## config.mk

```make
export PLATFORM = sky130hd
export DESIGN_NAME = mct_update
export DESIGN_NICKNAME = d
export VERILOG_FILES = /design/src/rtl/multiset_count_table_unit_defines.svh /design/src/rtl/mct_pkg.sv /design/src/rtl/mct_update.sv
export SDC_FILE = /design/constraint.sdc
export NUM_CORES = 1
export LEC_CHECK = 0
export BUFFER_PORTS_ARGS = -buffer_cell sky130_fd_sc_hd__buf_2
export CAP_MARGIN = 30
export CORE_AREA = 2 2 121 123
export DETAILED_ROUTE_END_ITERATION = 10
export DIE_AREA = 0 0 123 125
export PLACE_DENSITY = 0.72
export SLEW_MARGIN = 20
export SYNTH_ARGS = -nofsm -noshare
export SYNTH_HDL_FRONTEND = slang
export SYNTH_SLANG_ARGS = --single-unit
```

## constraint.sdc

```tcl
create_clock -name vclk -period 3.7
set_input_delay 0.185 -clock vclk [all_inputs]
set_output_delay 0.185 -clock vclk [all_outputs]
set_load 0.01 [all_outputs]
```

## src/rtl/multiset_count_table_unit_defines.svh

```systemverilog
// Assertion macros for the multiset count table.
`ifndef MULTISET_COUNT_TABLE_UNIT_DEFINES_SVH
`define MULTISET_COUNT_TABLE_UNIT_DEFINES_SVH

`ifndef SYNTHESIS
`define MCT_ASSERT(label, clk, rstn, prop, msg) \
    label: assert property (@(posedge clk) disable iff (!(rstn)) (prop)) else $error(msg);
`define MCT_ASSERT_NEXT(label, clk, rstn, pre, post, msg) \
    label: assert property (@(posedge clk) disable iff (!(rstn)) (pre) |=> (post)) \
        else $error(msg);
`else
`define MCT_ASSERT(label, clk, rstn, prop, msg)
`define MCT_ASSERT_NEXT(label, clk, rstn, pre, post, msg)
`endif

`endif

```

## src/rtl/mct_pkg.sv

```systemverilog
`default_nettype none
package mct_pkg;

    localparam int NUM_IDS_DEF    = 1024;
    localparam int COUNT_BITS_DEF = 32;

    localparam int MODE_W   = 2;
    localparam int ID_W     = 10;
    localparam int AMT_W    = 32;
    localparam int SIZE_W   = 11;
    localparam int IDX_W    = 17;

    localparam logic [MODE_W-1:0] MODE_ADD         = 2'd0;
    localparam logic [MODE_W-1:0] MODE_CONSUME     = 2'd1;
    localparam logic [MODE_W-1:0] MODE_CONSUME_ALL = 2'd2;
    localparam logic [MODE_W-1:0] MODE_CHECK       = 2'd3;

    localparam logic [SIZE_W-1:0] ALPHABET_RESET = 11'd1024;

    typedef struct packed {
        logic [MODE_W-1:0] mode;
        logic              in_range;
        logic              id_zero;
        logic [AMT_W-1:0]  amount;
    } op_t;

endpackage
`default_nettype wire

```

## src/rtl/mct_update.sv

```systemverilog
`default_nettype none
module mct_update
    import mct_pkg::*;
#(
    parameter int COUNT_BITS = COUNT_BITS_DEF
) (
    input  wire op_t                   op,
    input  wire logic [COUNT_BITS-1:0] cur_count,
    input  wire logic                  cur_present,
    input  wire logic [SIZE_W-1:0]     total,
    output logic                       wr_en,
    output logic [COUNT_BITS-1:0]      new_count,
    output logic                       new_present,
    output logic [AMT_W-1:0]           result,
    output logic [SIZE_W-1:0]          total_next
);

    localparam logic [AMT_W:0] COUNT_MAX = (33'd1 << COUNT_BITS) - 33'd1;

    logic [AMT_W-1:0] cnt_ext;
    logic [AMT_W:0]   sum;
    logic [AMT_W:0]   sum_sat;

    assign cnt_ext = AMT_W'(cur_count);
    assign sum     = {1'b0, cnt_ext} + {1'b0, op.amount};
    assign sum_sat = (sum > COUNT_MAX) ? COUNT_MAX : sum;

    always_comb begin
        wr_en       = 1'b0;
        new_count   = cur_count;
        new_present = cur_present;
        result      = '0;
        total_next  = total;
        if (op.in_range) begin
            if (op.id_zero) begin
                case (op.mode)
                    MODE_ADD, MODE_CONSUME: result = op.amount;
                    MODE_CONSUME_ALL:       result = AMT_W'(1);
                    default:                result = '0;
                endcase
            end else begin
                case (op.mode)
                    MODE_ADD: begin
                        wr_en       = 1'b1;
                        new_count   = sum_sat[COUNT_BITS-1:0];
                        new_present = 1'b1;
                        result      = sum_sat[AMT_W-1:0];
                        if (!cur_present) begin
                            total_next = total + SIZE_W'(1);
                        end
                    end
                    MODE_CONSUME: begin
                        if (cur_present && cnt_ext > op.amount) begin
                            wr_en     = 1'b1;
                            new_count = COUNT_BITS'(cnt_ext - op.amount);
                            result    = op.amount;
                        end else if (cur_present && cnt_ext == op.amount) begin
                            wr_en       = 1'b1;
                            new_count   = '0;
                            new_present = 1'b0;
                            result      = op.amount;
                            total_next  = total - SIZE_W'(1);
                        end
                    end
                    MODE_CONSUME_ALL: begin
                        if (cur_present) begin
                            wr_en       = 1'b1;
                            new_count   = '0;
                            new_present = 1'b0;
                            result      = cnt_ext;
                            total_next  = total - SIZE_W'(1);
                        end
                    end
                    default: begin
                        result = cur_present ? cnt_ext : '0;
                    end
                endcase
            end
        end
    end

endmodule
`default_nettype wire
```

==> Yosys cells after proc, flatten, opt, wreduce, memory -nomap -nowiden <==
Index checks and enable logic that the tools add are counted.
{ "word_totals": {"in_bits": 80, "out_inout_bits": 77, "reg_bits": 0} }
{ "classes": {"n_addsub": 4, "magnitude_cmp": 2, "muxes": 32, "reduce_logical": 4, "n_eq_ne": 3} }
{ "op_table": {"columns": ["operator", "count"], "rows": [
  ["$mux 32", 11],
  ["$pmux 32 s2", 2],
  ["$pmux 32 s3", 1],
  ["$mux 11", 6],
  ["$add 32x32->33", 1],
  ["$gt 33x32->1 const B", 1],
  ["$pmux 11 s3", 1],
  ["$eq 32x32->1", 1],
  ["$gt 32x32->1", 1],
  ["$sub 32x32->32", 1],
  ["$add 11x1->11 const B", 1],
  ["$sub 11x1->11 const B", 1],
  ["$mux 1", 9],
  ["$pmux 1 s3", 2],
  ["$eq 2x1->1 const B", 1],
  ["$eq 2x2->1 const B", 1],
  ["$logic_and 1x1->1", 2],
  ["$logic_not 2->1", 1],
  ["$reduce_or 2->1", 1]
]} }

==> Logic depth before layout (Yosys ltp) <==
{ "depth": {"ltp_word": 7, "ltp_mapped": 14, "depth_no_buf": 13} }

==> Worst setup path before layout <==
OpenSTA, ideal clock, no wires.
{ "synth_path": {"path_kind": "input to output", "from": "in op[0] in the netlist's numbering", "to": "out result[12]", "path_buffers": 1, "cell_stages": 13, "setup_slack_ps": 764, "arrival_time_ps": 2751, "cell_sequence": "ha_1 > inv_1 > fa_1 > nor2_1 > o221ai_2 > a211oi_2 > o2111ai_2 > o311ai_4 > a21oi_4 > buf_2 > a21oi_1 > a221oi_1 > a211oi_1"} }
{ "synth_via": {"elab_chain_cells": 7, "word_cells_on_any_way": 12, "classes_between": "add/sub: 1; order compare: 2; eq/ne: 1; mux: 6; reduce/logical: 2"} }
{ "synth_lines": {"columns": ["element", "line_no", "rtl"], "rows": [
  ["from (decl)", "mct_update.sv:7", "input wire op_t op,"],
  ["branches (longest 4 deep; another with $add 32x32->33)", null, null],
  ["$pmux 32 s2 (*)", "mct_update.sv:42", "case (op.mode)"],
  ["$mux 32 (*)", "mct_update.sv:35", "if (op.id_zero) begin"],
  ["$mux 32 (*)", "mct_update.sv:34", "if (op.in_range) begin"],
  ["to (decl)", "mct_update.sv:14", "output logic [AMT_W-1:0] result,"]
]} }
Every way passes the cells marked *.

==> Final worst setup path <==
{ "layout_path": {"from": "in op[0] in the netlist's numbering", "to": "out new_count[0]"} }
{ "layout_via": {"elab_chain_cells": 7, "word_cells_on_any_way": 13, "classes_between": "add/sub: 2; order compare: 2; eq/ne: 1; mux: 6; reduce/logical: 2"} }
{ "layout_lines": {"columns": ["element", "line_no", "rtl"], "rows": [
  ["branches (longest 4 deep; another with $add 32x32->33)", null, null],
  ["$pmux 32 s3 (*)", "mct_update.sv:42", null],
  ["$mux 32 (*)", "mct_update.sv:35", null],
  ["$mux 32 (*)", "mct_update.sv:34", null],
  ["to (decl)", "mct_update.sv:12", "output logic [COUNT_BITS-1:0] new_count,"]
]} }
Marked as above.

==> run_results.csv <==
group,metric,value,unit
status,outcome,"finished clean",
final_layout,layout_common_cells,"buf_2, nand2_1, a21oi_1",
global_routing,overflow,0,
final_layout,drive_gt1_share,23.28,%
route,drc,0,
die,die_w,123,um
timing,worstMarginPinSlew,0.7798,ns
worst_hold_path,hp-class,"in -> out",
die,rows,44,
timing,timing.final.crit_share,96.71,%
route,vias_per_cell,6.509,
logic_synthesis,yosysSeqAreaShare,0,%
global_routing,grt_pass1_vias,7744,
die,initial_core_util,44.03,%
worst_setup_path,arrival,3.39,ns
timing,finalCriticalPeriod,3.578,ns
timing,rsz0062_at_grt,"no",
final_layout,register_area,0,um^2
logic_synthesis,synth_nets,1119,
route,drt_iter0_drc,848,
timing,drv_slew,0,
worst_setup_path,slowest_delay,0.43,ns
power,vdd_drop_max,71.95,uV
timing,final-hold-violation-count,0,
global_routing,track_usage,33.11,%
timing,finalSetupViolations,0,
die,die_area,15380,um^2
die,core,14200,um^2
route,dr_total_vias,8468,
place,portBuffers,157,
route,avgRoutedWirePerCell,20.65,um
final_layout,fill_cells,1499,
worst_setup_path,crit_path_start_kind,"input pin",
route,wirelength,26860,um
logic_synthesis,ys_types,92,
final_layout,layout_commonest_cell,"buf_2",
final_layout,nClkBuffers,0,
final_layout,antenna_cells,0,
final_layout,syn2layout_area_growth,17.51,%
timing,fmax,279.5,MHz
worst_setup_path,slowest_stage,"o311ai_4",
logic_synthesis,syn_area,6253,um^2
worst_setup_path,crit_fanout,17,
die,ioPinCount,157,
worst_setup_path,cp_cell_sequence,"buf_2 > ha_1 > inv_1 > fa_1 > nor2_1 > o221ai_2 > a211oi_2 > o2111ai_2 > o311ai_4 > a21oi_4 > buf_12 > nor2_1 > buf_4 > o22ai_1 > o21ai_1 > buf_2",
place,dp_hpwl,21040,um
logic_synthesis,netlist_instances,971,
logic_synthesis,synth_area_per_cell,6.440,um^2
power,p_per_area,176.4,nW/um^2
global_routing,antenna_found_initial,0,
route,ant_nets,0,
timing,fin_ws,0.1216,ns
timing,maxSlewHeadroom,47.53,%
logic_synthesis,yosysWarningCount,0,
worst_setup_path,worstSetupEndpointType,"primary output",
worst_setup_path,crit_type,"in -> out",
global_routing,grt_max_degree,40,
final_layout,nNetsFinal,1267,
place,pre_cts_slack,0.1755,ns
final_layout,seq_cell_count,0,
flow_run,cap_violations,0,
worst_setup_path,cp.required,3.51,ns
timing,tns,0,ns
global_routing,grt_first_pass_wirelength,41190,um
route,first_pass_iters,6,
power,power.leakage,3.343,nW
die,die_h,125,um
place,place_congestion,0.9887,
## cell type report
cell class	count	area [um^2]	share of cell area [%]
inverter	76	285.3	3.882
multi-input combinational	828	5614	76.40
timing repair buffer	213	1219	16.58
tap	184	230.2	3.133
## critical path, delay by kind of cell
family | cells | cell delay (ns)
compound gates | 7 | 1.55
simple gates | 2 | 0.32
buf+inv | 5 | 0.74
fa+ha+maj | 2 | 0.59
## worst paths after layout
kind	start	to	slack (ns)	cells past startpoint
max	op[0]	new_count[0]	0.12	16
min	total[10]	total_next[10]	0.63	3
## what timing repair did
item | CTS | global route
endpoints found under the setup margin | 0 | 10
setup buffers | 0 | 1
hold buffers | 0 | 0
gates resized for setup | 0 | 2
## logic make-up (layout without fill, tap and decap cells)
logic type / after synthesis / count (layout) / synth area share, %
and+or+nand+nor: 288 / 288 / 21.43
muxes: 2 / 2 / 0.3201
adders and majority gates: 68 / 68 / 13.85
AOI/OAI and AO/OA: 419 / 419 / 46.96
buffers and inverters: 143 / 289 / 10.30
xor gates and xnor gates: 51 / 51 / 7.143
## routing by layer
layer  wire length, um  vias up  track usage (%)
li1                  -     3902                -
met1             10950     3902            44.46
met5                 0        -                0
met2             12260      560            54.01
met4              1097        0            13.30
met3              2556      104            3.057
## report_power, final
group / switching, mW / internal, mW / leakage [nW] / total [mW]
Clock: 0 / 0 / 0 / 0
Combinational: 0.797 / 0.499 / 3.34 / 1.30
Sequential: 0 / 0 / 0 / 0
## metrics by stage
step                power (mW)  util (%)  cell area (um^2)  std cells  hold WS, ns
floorplan               0.8511         -              6254        971       0.4501
global placement         1.255     51.66              7338       1300       0.6330
detailed placement       1.255     51.66              7338       1300       0.6371
CTS                      1.262     51.66              7338       1300       0.6370
global route             1.391     51.74              7348       1301       0.6470
finish                   1.296     51.74              7348       1301       0.6340
## cell usage after synthesis, types with 11 or more instances
cell type,n,area share [%]
a21oi_1,102,8.2
nand2_1,102,6.1
nor2_1,82,4.9
inv_1,70,4.2
o21ai_0,68,5.4
ha_1,66,13
xnor2_1,43,6.0
o21ai_1,31,2.5
buf_2,26,2.1
clkbuf_1,26,1.6
nor3_1,21,1.7
a221oi_1,20,2.8
a22oi_1,20,2.4
a211oi_1,16,1.9
nand3_1,16,1.3
a221o_1,15,2.4
a21o_1,14,1.7
o211ai_1,14,1.7
o21bai_1,13,1.6
a31oi_1,12,1.2
o31ai_1,12,1.4
nor2b_1,11,1.1
Power figures use the tool's default switching activity.
